==> src/hw/rtl/edi_tok_pkg.sv <==
// Shared types, constants and helpers of the EDI segment tokenizer.
package edi_tok_pkg;

  localparam int MAX_ELEMENTS  = 32;
  localparam int POSITION_BITS = 16;
  localparam int TAG_BYTES     = 4;

  localparam int ELEM_LIMIT = (MAX_ELEMENTS - 1) < 31 ? (MAX_ELEMENTS - 1) : 31;
  localparam int ELEM_BITS  = 5;
  localparam int OUT_POS_BITS = 16;

  localparam int QUEUE_DEPTH = 4;
  localparam int QUEUE_AW    = $clog2(QUEUE_DEPTH);

  localparam logic [POSITION_BITS-1:0] POS_MAX = '1;
  localparam logic [POSITION_BITS-1:0] POS_CAP = POSITION_BITS'(32'h0000_FFFF);

  // Configuration register indexes
  localparam logic [2:0] REG_ELEM_DELIM  = 3'd0;
  localparam logic [2:0] REG_SUB_DELIM   = 3'd1;
  localparam logic [2:0] REG_SEG_DELIM   = 3'd2;
  localparam logic [2:0] REG_ESC_ENABLE  = 3'd3;
  localparam logic [2:0] REG_ESC_BYTE    = 3'd4;
  localparam logic [2:0] REG_TARGET_TAG  = 3'd5;

  // Event kinds
  localparam logic [1:0] KIND_ELEM    = 2'd0;
  localparam logic [1:0] KIND_SUB     = 2'd1;
  localparam logic [1:0] KIND_SEG_END = 2'd2;
  localparam logic [1:0] KIND_EOS     = 2'd3;

  typedef struct packed {
    logic [7:0]  elem_delim;
    logic [7:0]  sub_delim;
    logic [7:0]  seg_delim;
    logic        esc_enable;
    logic [7:0]  esc_byte;
    logic [31:0] target_tag;
  } cfg_t;

  // One accepted byte's worth of events: a delimiter event and/or a stream end.
  typedef struct packed {
    logic                     ev0_valid;
    logic [1:0]               ev0_kind;
    logic [ELEM_BITS-1:0]     ev0_elem;
    logic [ELEM_BITS-1:0]     ev0_sub;
    logic                     ev1_valid;
    logic [ELEM_BITS-1:0]     count;
    logic [31:0]              tag;
    logic [OUT_POS_BITS-1:0]  pos;
    logic                     match;
    logic                     overflow;
  } rec_t;

  typedef struct packed {
    logic [1:0]              kind;
    logic [31:0]             tag;
    logic [OUT_POS_BITS-1:0] pos;
    logic [ELEM_BITS-1:0]    elem;
    logic [ELEM_BITS-1:0]    sub;
    logic                    match;
    logic                    overflow;
    logic                    last;
  } event_t;

  function automatic logic [OUT_POS_BITS-1:0] cap_pos(input logic [POSITION_BITS-1:0] p);
    logic [OUT_POS_BITS-1:0] r;
    if (p > POS_CAP) r = '1;
    else             r = OUT_POS_BITS'(p);
    return r;
  endfunction

endpackage

==> src/hw/rtl/edi_segment_tokenizer.sv <==
// Top level of the EDI segment tokenizer: config registers, front, queue, back.
//
// Input stream s_*: one EDI byte per request in s_tdata, s_tlast marks the
// final byte of the stream. Output stream m_*: one event per request, the
// event kind in m_tuser, m_tlast on the last event caused by an input byte.
// A byte may cause no event, one event, or two (a delimiter event and a
// stream-end event).
// Throughput: one byte per cycle while the record queue is not full. A byte
// causing two events holds the output for both in turn; the four-entry
// record queue absorbs such bursts. An event reaches m_* by way of the front
// end's write into the queue and then the back end's output register.
// When m_tready is low the output register holds its event, the queue
// fills, and s_tready drops only once four records are waiting.
// Configuration writes (cfg_we, cfg_index, cfg_data) take effect on the next
// edge. The user must make them only while the block is idle; the block
// itself does not enforce this.
// Reset clears the segment state, empties the queue and restores the
// default delimiters ('*', ':', '~'), escaping off and a zero target tag.
module edi_segment_tokenizer (
  input  logic        clk,
  input  logic        rst,
  input  logic        cfg_we,
  input  logic [2:0]  cfg_index,
  input  logic [31:0] cfg_data,
  input  logic        s_tvalid,
  output logic        s_tready,
  input  logic [7:0]  s_tdata,   // [7:0] data_byte
  input  logic        s_tlast,
  output logic        m_tvalid,
  input  logic        m_tready,
  output logic [63:0] m_tdata,   // [31:0] segment_tag, [47:32] position,
                                 // [52:48] element_number, [57:53] subelement_number,
                                 // [58] tag_match, [59] element_overflow, [63:60] zero
  output logic [1:0]  m_tuser,   // [1:0] event_kind
  output logic        m_tlast
);
  import edi_tok_pkg::*;

  cfg_t   cfg;
  rec_t   rec, head;
  event_t out_event;
  logic   push, pop, q_empty, q_full, accept;

  always_ff @(posedge clk) begin
    if (rst) begin
      cfg.elem_delim <= 8'd42;
      cfg.sub_delim  <= 8'd58;
      cfg.seg_delim  <= 8'd126;
      cfg.esc_enable <= 1'b0;
      cfg.esc_byte   <= 8'd0;
      cfg.target_tag <= 32'd0;
    end else if (cfg_we) begin
      case (cfg_index)
        REG_ELEM_DELIM: cfg.elem_delim <= cfg_data[7:0];
        REG_SUB_DELIM:  cfg.sub_delim  <= cfg_data[7:0];
        REG_SEG_DELIM:  cfg.seg_delim  <= cfg_data[7:0];
        REG_ESC_ENABLE: cfg.esc_enable <= cfg_data[0];
        REG_ESC_BYTE:   cfg.esc_byte   <= cfg_data[7:0];
        REG_TARGET_TAG: cfg.target_tag <= cfg_data;
        default: ;
      endcase
    end
  end

  assign s_tready = !q_full;
  assign accept   = s_tvalid && s_tready;

  edi_tok_front u_front (
    .clk           (clk),
    .rst           (rst),
    .cfg           (cfg),
    .accept        (accept),
    .data_byte     (s_tdata),
    .end_of_stream (s_tlast),
    .push          (push),
    .rec           (rec)
  );

  edi_tok_queue u_queue (
    .clk   (clk),
    .rst   (rst),
    .push  (push),
    .wdata (rec),
    .pop   (pop),
    .rdata (head),
    .empty (q_empty),
    .full  (q_full)
  );

  edi_tok_back u_back (
    .clk       (clk),
    .rst       (rst),
    .head      (head),
    .q_empty   (q_empty),
    .pop       (pop),
    .out_valid (m_tvalid),
    .out_ready (m_tready),
    .out_event (out_event)
  );

  assign m_tdata = {4'b0000, out_event.overflow, out_event.match, out_event.sub,
                    out_event.elem, out_event.pos, out_event.tag};
  assign m_tuser = out_event.kind;
  assign m_tlast = out_event.last;

endmodule

==> src/hw/rtl/edi_tok_front.sv <==
// Front end: classifies each byte, tracks segment state and builds event records.
module edi_tok_front (
  input  logic                clk,
  input  logic                rst,
  input  edi_tok_pkg::cfg_t   cfg,
  input  logic                accept,
  input  logic [7:0]          data_byte,
  input  logic                end_of_stream,
  output logic                push,
  output edi_tok_pkg::rec_t   rec
);
  import edi_tok_pkg::*;

  logic [2:0]               tag_byte_count, tag_byte_count_next;
  logic                     tag_done, tag_done_next;
  logic [31:0]              tag_value, tag_value_next;
  logic [POSITION_BITS-1:0] byte_position, byte_position_next;
  logic [ELEM_BITS-1:0]     element_count, element_count_next;
  logic [ELEM_BITS-1:0]     subelement_count, subelement_count_next;
  logic                     escape_pending, escape_pending_next;
  logic                     overflow_seen, overflow_seen_next;

  logic consumed, ended;

  always_comb begin
    tag_byte_count_next   = tag_byte_count;
    tag_done_next         = tag_done;
    tag_value_next        = tag_value;
    byte_position_next    = byte_position;
    element_count_next    = element_count;
    subelement_count_next = subelement_count;
    escape_pending_next   = escape_pending;
    overflow_seen_next    = overflow_seen;
    consumed              = 1'b0;
    ended                 = 1'b0;
    rec                   = '0;

    // Tag collection: only element and segment delimiters close it early
    if (!tag_done) begin
      if (data_byte == cfg.elem_delim || data_byte == cfg.seg_delim) begin
        tag_done_next = 1'b1;
      end else begin
        case (tag_byte_count[1:0])
          2'd0:    tag_value_next[7:0]   = data_byte;
          2'd1:    tag_value_next[15:8]  = data_byte;
          2'd2:    tag_value_next[23:16] = data_byte;
          default: tag_value_next[31:24] = data_byte;
        endcase
        tag_byte_count_next = tag_byte_count + 3'd1;
        if (tag_byte_count_next >= 3'(TAG_BYTES)) tag_done_next = 1'b1;
        consumed = 1'b1;
      end
    end

    if (!consumed) begin
      if (escape_pending) begin
        escape_pending_next = 1'b0;
      end else if (cfg.esc_enable && data_byte == cfg.esc_byte) begin
        escape_pending_next = 1'b1;
      end else if (data_byte == cfg.elem_delim) begin
        if (element_count < ELEM_BITS'(ELEM_LIMIT)) begin
          rec.ev0_valid         = 1'b1;
          rec.ev0_kind          = KIND_ELEM;
          rec.ev0_elem          = element_count;
          element_count_next    = element_count + 1'b1;
          subelement_count_next = ELEM_BITS'(1);
        end else begin
          overflow_seen_next = 1'b1;
        end
      end else if (data_byte == cfg.seg_delim) begin
        rec.ev0_valid = 1'b1;
        rec.ev0_kind  = KIND_SEG_END;
        rec.ev0_elem  = element_count;
        ended         = 1'b1;
      end else if (data_byte == cfg.sub_delim && element_count != '0 &&
                   !overflow_seen && subelement_count != '0) begin
        rec.ev0_valid = 1'b1;
        rec.ev0_kind  = KIND_SUB;
        rec.ev0_elem  = element_count - 1'b1;
        rec.ev0_sub   = subelement_count;
        if (subelement_count >= ELEM_BITS'(ELEM_LIMIT)) subelement_count_next = '0;
        else subelement_count_next = subelement_count + 1'b1;
      end
    end

    // Fields shared by both events, taken before any segment clear
    rec.ev1_valid = end_of_stream && !ended;
    rec.count     = element_count_next;
    rec.tag       = tag_value_next;
    rec.pos       = cap_pos(byte_position);
    rec.match     = (tag_value_next == cfg.target_tag);
    rec.overflow  = overflow_seen_next;

    if (byte_position != POS_MAX) byte_position_next = byte_position + 1'b1;

    if (ended || end_of_stream) begin
      tag_byte_count_next   = '0;
      tag_done_next         = 1'b0;
      tag_value_next        = '0;
      byte_position_next    = '0;
      element_count_next    = '0;
      subelement_count_next = ELEM_BITS'(1);
      escape_pending_next   = 1'b0;
      overflow_seen_next    = 1'b0;
    end
  end

  assign push = accept && (rec.ev0_valid || rec.ev1_valid);

  always_ff @(posedge clk) begin
    if (rst) begin
      tag_byte_count   <= '0;
      tag_done         <= 1'b0;
      tag_value        <= '0;
      byte_position    <= '0;
      element_count    <= '0;
      subelement_count <= ELEM_BITS'(1);
      escape_pending   <= 1'b0;
      overflow_seen    <= 1'b0;
    end else if (accept) begin
      tag_byte_count   <= tag_byte_count_next;
      tag_done         <= tag_done_next;
      tag_value        <= tag_value_next;
      byte_position    <= byte_position_next;
      element_count    <= element_count_next;
      subelement_count <= subelement_count_next;
      escape_pending   <= escape_pending_next;
      overflow_seen    <= overflow_seen_next;
    end
  end

`ifndef ASSERT_OFF
  a_tag_before_elements: assert property (@(posedge clk) disable iff (rst)
    !tag_done |-> element_count == '0)
    else $error("element counted while tag still open");
  a_overflow_at_limit: assert property (@(posedge clk) disable iff (rst)
    overflow_seen |-> element_count == ELEM_BITS'(ELEM_LIMIT))
    else $error("overflow flagged below element limit");
  a_sub_reset: assert property (@(posedge clk) disable iff (rst)
    element_count == '0 |-> subelement_count == ELEM_BITS'(1))
    else $error("sub-element count moved before first element");
`endif

endmodule

==> src/hw/rtl/edi_tok_queue.sv <==
// Short record queue between front and back ends.
module edi_tok_queue (
  input  logic              clk,
  input  logic              rst,
  input  logic              push,
  input  edi_tok_pkg::rec_t wdata,
  input  logic              pop,
  output edi_tok_pkg::rec_t rdata,
  output logic              empty,
  output logic              full
);
  import edi_tok_pkg::*;

  rec_t                entries [QUEUE_DEPTH];
  logic [QUEUE_AW-1:0] wr_ptr, rd_ptr;
  logic [QUEUE_AW:0]   count;

  assign empty = (count == '0);
  assign full  = (count == (QUEUE_AW+1)'(QUEUE_DEPTH));
  assign rdata = entries[rd_ptr];

  always_ff @(posedge clk) begin
    if (push && !full) entries[wr_ptr] <= wdata;
  end

  always_ff @(posedge clk) begin
    if (rst) begin
      wr_ptr <= '0;
      rd_ptr <= '0;
      count  <= '0;
    end else begin
      if (push && !full) wr_ptr <= wr_ptr + 1'b1;
      if (pop && !empty) rd_ptr <= rd_ptr + 1'b1;
      count <= count + (QUEUE_AW+1)'(push && !full) - (QUEUE_AW+1)'(pop && !empty);
    end
  end

`ifndef ASSERT_OFF
  a_count_bound: assert property (@(posedge clk) disable iff (rst)
    count <= (QUEUE_AW+1)'(QUEUE_DEPTH))
    else $error("queue count beyond depth");
`endif

endmodule

==> src/hw/rtl/edi_tok_back.sv <==
// Back end: splits queued records into events and holds them in an output register.
module edi_tok_back (
  input  logic                clk,
  input  logic                rst,
  input  edi_tok_pkg::rec_t   head,
  input  logic                q_empty,
  output logic                pop,
  output logic                out_valid,
  input  logic                out_ready,
  output edi_tok_pkg::event_t out_event
);
  import edi_tok_pkg::*;

  logic   phase;   // 1: first event of head already sent
  logic   load;
  logic   send_first;
  event_t ev_next;

  assign load       = !q_empty && (!out_valid || out_ready);
  assign send_first = !phase && head.ev0_valid;

  always_comb begin
    ev_next          = '0;
    ev_next.tag      = head.tag;
    ev_next.pos      = head.pos;
    ev_next.overflow = head.overflow;
    if (send_first) begin
      ev_next.kind  = head.ev0_kind;
      ev_next.elem  = head.ev0_elem;
      ev_next.sub   = head.ev0_sub;
      ev_next.match = (head.ev0_kind == KIND_SEG_END) ? head.match : 1'b0;
      ev_next.last  = !head.ev1_valid;
    end else begin
      ev_next.kind  = KIND_EOS;
      ev_next.elem  = head.count;
      ev_next.match = head.match;
      ev_next.last  = 1'b1;
    end
  end

  assign pop = load && ev_next.last;

  always_ff @(posedge clk) begin
    if (load) out_event <= ev_next;
  end

  always_ff @(posedge clk) begin
    if (rst) begin
      out_valid <= 1'b0;
      phase     <= 1'b0;
    end else begin
      if (load) begin
        out_valid <= 1'b1;
        phase     <= !ev_next.last;
      end else if (out_ready) begin
        out_valid <= 1'b0;
      end
    end
  end

`ifndef ASSERT_OFF
  a_phase_has_record: assert property (@(posedge clk) disable iff (rst)
    phase |-> !q_empty)
    else $error("second event pending with empty queue");
  a_sub_numbered: assert property (@(posedge clk) disable iff (rst)
    out_valid && out_event.kind == KIND_SUB |-> out_event.sub != '0)
    else $error("sub-element event without number");
`endif

endmodule

==> config.mk <==
export PLATFORM = sky130hd
export DESIGN_NAME = edi_segment_tokenizer
export DESIGN_NICKNAME = d
export VERILOG_FILES = /design/src/hw/rtl/edi_tok_pkg.sv /design/src/hw/rtl/edi_segment_tokenizer.sv /design/src/hw/rtl/edi_tok_front.sv /design/src/hw/rtl/edi_tok_queue.sv /design/src/hw/rtl/edi_tok_back.sv
export SDC_FILE = /design/constraint.sdc
export NUM_CORES = 1
export LEC_CHECK = 0
export BUFFER_PORTS_ARGS = -buffer_cell sky130_fd_sc_hd__buf_2
export CAP_MARGIN = 20
export CORE_MARGIN = 10
export CORE_UTILIZATION = 55
export DETAILED_ROUTE_END_ITERATION = 7
export PLACE_DENSITY = 0.76
export SETUP_SLACK_MARGIN = 0.2
export SKIP_LAST_GASP = 1
export SYNTH_ARGS = -nofsm -noshare
export SYNTH_HDL_FRONTEND = slang
export SYNTH_SLANG_ARGS = --single-unit
==> constraint.sdc <==
create_clock -name clk -period 5.8 [get_ports clk]
set_clock_uncertainty 0.05 [all_clocks]
set_input_delay 1.16 -clock clk [delete_from_list [all_inputs] [get_ports clk]]
set_output_delay 1.16 -clock clk [all_outputs]
set_load 0.02 [all_outputs]
==> results of run 1 <==
==> cells by family (layout without fill, tap and decap cells) <==
logic type                 count (synthesis)  count (layout)  synth area share [%]
adders and majority gates                 18              18                 1.181
AOI/OAI and AO/OA                        178             178                 5.766
buffers and inverters                    126             271                 2.902
and+or+nand+nor                          423             423                 10.43
xor gates and xnor gates                  77              77                 3.423
muxes                                    116             116                 10.39
other                                      1               4               0.01903
DFF                                      479             479                 65.89
==> worst max-delay path: stages <==
cell and delay (ns):
buf_2 0.34, xor2_1 0.12, nor4_1 0.34, and2_1 0.78
nor2_1 0.27, a21oi_1 0.34, a21oi_2 0.16, inv_2 0.18
and2_2 0.48, buf_4 0.39
==> worst max-delay path by stage <==
stage                    start                endpoint  slack (ns)  cells past startpoint
global route        s_tdata[0]  u_queue.entries[0][18]        1.04                     10
floorplan           s_tdata[0]   u_queue.entries[0][0]        0.97                     10
detailed placement  s_tdata[0]  u_queue.entries[0][49]        0.82                     10
global placement    s_tdata[5]  u_queue.entries[0][43]        0.88                     10
finish              s_tdata[0]  u_queue.entries[0][34]        1.39                     10
CTS                 s_tdata[0]  u_queue.entries[0][18]        1.40                     10
==> area by class of cell <==
class	instances	area (um^2)	share of cell area (%)
repair buffers	136	803.3	3.606
clock inverters	23	247.7	1.112
well taps	461	576.8	2.590
clock buffers	65	1296	5.820
inverters	47	176.4	0.7920
flip-flops and latches	479	12990	58.31
multi-input cells	816	6186	27.77
==> where the power goes <==
part | total (W) | switching, W | internal [W]
sequential | 0.00430 | 0.000162 | 0.00413
combinational | 0.00173 | 0.00109 | 0.000642
clock | 0.00302 | 0.00126 | 0.00176
==> state kept, by name, indices dropped and copies added (netlist names), 3 cells and up, named ones only <==
name and flops:
u_queue.count 3, u_front.element_count 5, u_front.subelement_count 5, u_front.byte_position 16, u_back.out_event 63, cfg 65
u_front.tag_value 32, u_queue.entries 276, u_front.tag_byte_count 3
==> metrics by stage <==
step	area (um^2)	power (W)	util [%]	std cells
4_1_cts	22220	0.009143	62.63	2025
5_1_grt	22270	0.009407	62.77	2027
2_1_floorplan	19720	0.005525	-	1421
6_report	22270	0.009045	62.77	2027
3_3_place_gp	20680	0.006081	58.27	1937
3_5_place_dp	20680	0.006108	58.27	1937
==> per-layer routing <==
| layer | vias up | wire (um) | track usage (%) |
|---|---|---|---|
| li1 | 5457 | - | - |
| met1 | 5889 | 19030 | 27.76 |
| met2 | 481 | 20960 | 31.30 |
| met3 | 82 | 3379 | 4.053 |
| met4 | 0 | 1236 | 6.574 |
| met5 | - | 0 | 0 |
==> placed cells by master, fill, tap and decap left out, types with 20 or more instances in the layout <==
master and count:
dfxtp_1 138, buf_2 112, inv_1 45, xor2_1 42, nor2_1 75, nor3_1 22, edfxtp_1 339, mux4_2 69
o21ai_0 20, mux2i_1 28, clkbuf_16 50, xnor2_1 35, nand3_1 32, a31oi_1 20, buf_4 20, and2_1 28
a21oi_1 79, nand2_1 175
==> key figures, run 1 <==
Critical path
  – Setup CP Type: input pin to flip-flop
  – Worst Setup End Kind: flip-flop
  – Arrival @ worst endpoint: 4.60 ns
  – WP data required: 5.98 ns
  – RR Endpoint: u_queue.entries[0][34]
  – Cell count of the worst reg-to-reg path: 11
  – Worst R2R Setup Slack: 1.86 ns
  – CP startpoint kind: input pin
  – Crit Path Max Fanout: 20
  – RR Startpoint: u_front.element_count[0]

Clock tree
  – Root buffer cell: clkbuf_16
  – H-tree Lvls: 2
  – Post-CTS setup buffers: 0
  – CTS resizes: 0
  – Hold_buf cts: 0
  – Clock Latency Late Sink: 0.56 ns
  – TritonCTS Sinks: 479
  – TritonCTS clock tree: yes
  – Num CTS Buffers: 47
  – Clock tree buffer depth: 3
  – CTS clk-pin slew, worst paths: 0.06 ns

STA
  – Worst-margin pin slew: 0.9473 ns
  – Final worst setup slack: 1.389 ns
  – Unrepaired setup endpoints after global routing: false
  – Final hold vios: 0
  – Final period util: 76.06%
  – Minimum hold slack: 0.4110 ns
  – Final Max Slew Viols: 0
  – Max frequency: 226.7 MHz
  – Final min period: 4.411 ns
  – Normalized max-slew margin: 36.18%
  – Setup violations, final: 0
  – Total Neg Setup Slack: 0 ns

GRT
  – GRT overflow: 0
  – Global-route wire length before repair: 69830 um
  – GRT Util Overall: 20.07%
  – Pin count of the biggest net entering global routing: 106
  – Vias in the first global route: 11.97k
  – Initial antenna violation count: 0

Synthesis
  – Async set-reset flop share out of synthesis: 0%
  – Seq cells post-synth: 479
  – Cell variety after synth: 77
  – Post-synth top area cell: edfxtp_1
  – Sequential fraction of the synthesis area: 65.89%
  – Synth cell count leaders: 339 x edfxtp_1, 175 x nand2_1, 140 x dfxtp_1
  – Post-synth top area share: 51.66%
  – Most frequent cell after synthesis: edfxtp_1
  – Ys Warns: 0
  – Avg Inst Size Synth: 13.90 um^2
  – Top_reg_cell synth: edfxtp_1
  – Largest cells by area after synthesis: edfxtp_1 52%, dfxtp_1 14%, mux4_2 7.9%
  – EDFF count, synth: 339
  – Cell count after synthesis: 1418
  – Mapped cell area: 19700 um^2

Floorplanning
  – Core area: 35480 um^2
  – Initial core utilization: 55.53%
  – Die height: 209.3 um
  – Ports: 118
  – Die footprint: 43800 um^2
  – Die width: 209.3 um
  – # rows: 69

Cells and area
  – Fillers: 2593
  – Synthesis-to-finish area growth: 13.04%
  – Nets: 1594
  – Antenna Cells: 0
  – Share of cells above drive strength 1: 20.56%

Power
  – Peak supply drop: 0.0002572 V
  – Leak: 7.758 nW
  – Pwr Density: 406.1 nW/um^2

Place
  – HPWL after detailed placement: 28630 um
  – Routability cong.: 0.9269
  – # port buffers: 113
  – Post-Place Setup Slack: 0.8169 ns

Worst hold path
  – Hold Path End: u_front.tag_value[20]
  – Worst Hold Class: flip-flop to flip-flop
  – Hold Path Cell Cnt: 2
  – Hold Crit Start: u_front.tag_value[20]

Route
  – Routed vias: 11.91k
  – DRT iter0 DRCs: 949
  – ANT nets after route: 0
  – Pre-antenna DRT Iters: 7
  – WL/cell: 22.01 um
  – Via density: 5.875
  – Post-route DRC: 0
  – Total Routed Length: 44610 um

Status
  – Outcome: complete, no violations

Job
  – Max-cap violations: 0
Power figures use the tool's default switching activity.
==> run 2, diff against run 1 <==
--- a/config.mk
+++ b/config.mk
@@ -5,6 +5,7 @@
 export SDC_FILE = /design/constraint.sdc
 export NUM_CORES = 1
 export LEC_CHECK = 0
+export ABC_AREA = 1
 export BUFFER_PORTS_ARGS = -buffer_cell sky130_fd_sc_hd__buf_2
 export CAP_MARGIN = 20
 export CORE_MARGIN = 10
==> constraint.sdc (replaced) <==
create_clock -name clk -period 3.8 [get_ports clk]
set_clock_uncertainty 0.05 [all_clocks]
set_input_delay 0.76 -clock clk [delete_from_list [all_inputs] [get_ports clk]]
set_output_delay 0.76 -clock clk [all_outputs]
set_load 0.02 [all_outputs]
==> key figures, run 2 <==
Status
  – Outcome: complete, no violations

Cells and area
  – Commonest cells after routing, fill and taps aside: 356 x nand2_1, 339 x edfxtp_1, 278 x nor2_1, 217 x o21ai_0, 138 x dfxtp_1
  – Share of cells above drive strength 1: 14.32% (-6.2 points)
  – Nets: 2180 (+37%)
  – Post-route design area: 22940 um^2 (+3.0%)
  – Top flop regs: u_queue.entries: 276 flops, cfg: 65 flops, u_back.out_event: 63 flops
  – Largest Register: u_queue.entries
  – Max reg flops: 276 (unchanged)
  – Commonest non-fill, non-tap cell in the layout: nand2_1
  – Fin util: 62.82% (about the same)
  – Synthesis-to-finish area growth: 13.14% (about the same)

STA
  – Final period util: 82.71%
  – Normalized max-slew margin: 36.35% (+0.17 points)
  – Max frequency: 318.2 MHz
  – Setup violations, final: 0 (unchanged)
  – Final Max Slew Viols: 0 (unchanged)
  – Final min period: 3.143 ns
  – Total Neg Setup Slack: 0 ns (unchanged)
  – Final hold vios: 0 (unchanged)
  – Worst-margin pin slew: 0.9448 ns (-0.002552 ns)
  – Unrepaired setup endpoints after global routing: false

GRT
  – Vias in the first global route: 14.20k (+19%)
  – GRT Util Overall: 22.15% (+2.1 points)
  – Global-route wire length before repair: 78070 um (+12%)
  – Initial antenna violation count: 1 (+1)
  – Pin count of the biggest net entering global routing: 93 (-12%)
  – GRT overflow: 0 (unchanged)

Synthesis
  – Post-synth top area cell: edfxtp_1
  – Sequential fraction of the synthesis area: 64.03% (-1.9 points)
  – Seq cells post-synth: 479 (unchanged)
  – Synth cell count leaders: 356 x nand2_1, 339 x edfxtp_1, 284 x nor2_1
  – Most frequent cell after synthesis: nand2_1
  – Avg Inst Size Synth: 10.08 um^2 (-27%)
  – Largest cells by area after synthesis: edfxtp_1 50%, dfxtp_1 14%, nand2_1 6.6%
  – Top_reg_cell synth: edfxtp_1
  – Async set-reset flop share out of synthesis: 0% (unchanged)
  – Cell variety after synth: 46 (-40%)
  – Ys Warns: 0 (unchanged)
  – Mapped cell area: 20280 um^2 (+2.9%)
  – Cell count after synthesis: 2012 (+42%)
  – Post-synth top area share: 50.20% (-1.5 points)
  – EDFF count, synth: 339 (unchanged)

Clock tree
  – Num CTS Buffers: 48 (+2.1%)
  – CTS clk-pin slew, worst paths: 0.06 ns (about the same)
  – Clock tree buffer depth: 3 (unchanged)
  – TritonCTS Sinks: 479 (unchanged)
  – Root buffer cell: clkbuf_16
  – CTS resizes: 0 (unchanged)
  – Post-CTS setup buffers: 0 (unchanged)
  – TritonCTS clock tree: yes
  – Hold_buf cts: 0 (unchanged)
  – H-tree Lvls: 2 (unchanged)
  – Clock Latency Late Sink: 0.59 ns (+0.03 ns)

Floorplanning
  – Die width: 212.0 um (+1.3%)
  – Ports: 118 (unchanged)
  – Initial core utilization: 55.52% (about the same)
  – Core area: 36520 um^2 (+2.9%)
  – # rows: 70 (+1.4%)
  – Die height: 212.0 um (+1.3%)
  – Die footprint: 44950 um^2 (+2.6%)

Critical path
  – Crit path max-delay family: simple AND/OR/NAND/NOR gates
  – Arrival @ worst endpoint: 3.38 ns (-1.22 ns)
  – Setup CP Type: flip-flop to flip-flop
  – Slowest cell on the critical path: dfxtp_1
  – Worst R2R Setup Slack: 0.66 ns (-1.20 ns)
  – WP data required: 4.04 ns (-1.94 ns)
  – Cell breakdown of the critical path: inv_1, ha_1, nand2_1, nor2_1, nor4_1, nand3_1, nand2_1, nand4_2, nand2_4, inv_4, nor2_4, buf_12
  – CP startpoint kind: flip-flop
  – Cell count of the worst reg-to-reg path: 12 (+1)
  – Crit path largest cell delay: 0.46 ns (-0.32 ns)
  – RR Startpoint: u_front.element_count[0]
  – Worst Setup End Kind: flip-flop
  – Most frequent CP cell: nand2_1
  – Crit Path Max Fanout: 21 (+5.0%)
  – RR Endpoint: u_queue.entries[1][59]
  – CP bufs+invs: 3 (unchanged)

Route
  – Sum of routed wire segments on met1: 21780 um (+14%)
  – Highest routing layer actually used: met4
  – Routed vias: 15.02k (+26%)
  – ANT nets after route: 0 (unchanged)
  – Via density: 5.731 (-2.4%)
  – Pre-antenna DRT Iters: 5 (-2)
  – WL met2: 23430 um (+12%)
  – Total Routed Length: 50520 um (+13%)
  – DRT iter0 DRCs: 1402 (+48%)
  – Post-route DRC: 0 (unchanged)
  – WL/cell: 19.28 um (-12%)
  – Met3 routed WL: 3977 um (+18%)

Place
  – HPWL after detailed placement: 33590 um (+17%)
  – Routability cong.: 0.9192 (-0.83%)
  – # port buffers: 113 (unchanged)
  – Area post-placement: 21440 um^2 (+3.7%)

Job
  – Max-cap violations: 0 (unchanged)

Power
  – Peak supply drop: 0.0003646 V (+42%)
  – Leak: 8.535 nW (+10%)
  – Pwr Density: 629.0 nW/um^2 (+55%)

Worst hold path
  – Worst Hold Class: flip-flop to flip-flop
  – Hold Path End: u_front.tag_value[21]
  – Hold Crit Start: u_front.tag_value[21]
  – Hold Path Cell Cnt: 2 (unchanged)
## run 2: cell count changes in the layout (fill, tap and decap cells not counted), sizes merged, moves of 19 or more
cell / delta
a21oi: +35
and2: -33
inv: +85
mux2: -19
mux2i: -28
mux4: -69
nand2: +211
nand3: +83
nor2: +214
o21ai: +202
o22ai: +50
xnor2: -23
xor2: -28
## run 2: logic make-up (layout without fill, tap and decap cells)
kind of cell	Yosys count	in the layout	synth area share [%]
fa+ha+maj	18	18	1.148
buf+inv	239	375	4.819
other cells	1	5	0.01849
simple gates	835	835	18.03
xor+xnor	26	26	1.160
flops	479	479	64.03
compound gates	414	414	10.80
## run 2: through the flow
step	hold slack [ns]	std cells	setup slack, ns	total power [W]
final	0.4146	2620	0.6570	0.01443
after global routing	0.4113	2619	0.3438	0.01507
after CTS	0.3916	2619	0.6702	0.01454
after detailed placement	0.4048	2531	0.2949	0.01006
after global placement	0.3932	2531	0.4196	0.009972
after floorplan	0.3862	2015	0.2003	0.008824
## run 2: report_power, final
group | internal, W | total [W] | switching (W)
combinational | 0.000904 | 0.00337 | 0.00247
sequential | 0.00640 | 0.00657 | 0.000170
clock | 0.00255 | 0.00449 | 0.00194
total | 0.00985 | 0.0144 | 0.00458
## run 2: area by class of cell
type / count / area, um^2
fillers: 2863 / 13580
flip-flops and latches: 479 / 12990
multi-input cells: 1297 / 6380
clock buffers: 69 / 1354
repair buffers: 148 / 965.9
well taps: 468 / 585.6
inverters: 139 / 525.5
clock inverters: 19 / 141.4
diodes: 1 / 2.502
## run 2: routing by layer
metal  track usage (%)  up-vias
met2             35.13      605
li1                  -     7115
met3             3.858       89
met5                 0        -
met4             7.935        0
met1             30.12     7207
## run 2: how the worst max path moves through the flow
stage	slack (ns)	to	cells past startpoint	start
finish	0.66	u_queue.entries[1][59]	12	u_front.element_count[0]
CTS	0.67	u_queue.entries[1][59]	12	u_front.element_count[0]
detailed placement	0.29	u_queue.entries[1][58]	16	s_tdata[4]
floorplan	0.20	u_queue.entries[0][0]	14	s_tdata[0]
global placement	0.42	u_queue.entries[1][15]	13	s_tdata[2]
global route	0.34	u_queue.entries[1][59]	12	u_front.element_count[0]
## run 2: worst min-delay path, cell delays in order (launching register included)
cell and delay [ns]:
dfxtp_1 0.31, nand2_1 0.06, a21oi_1 0.05
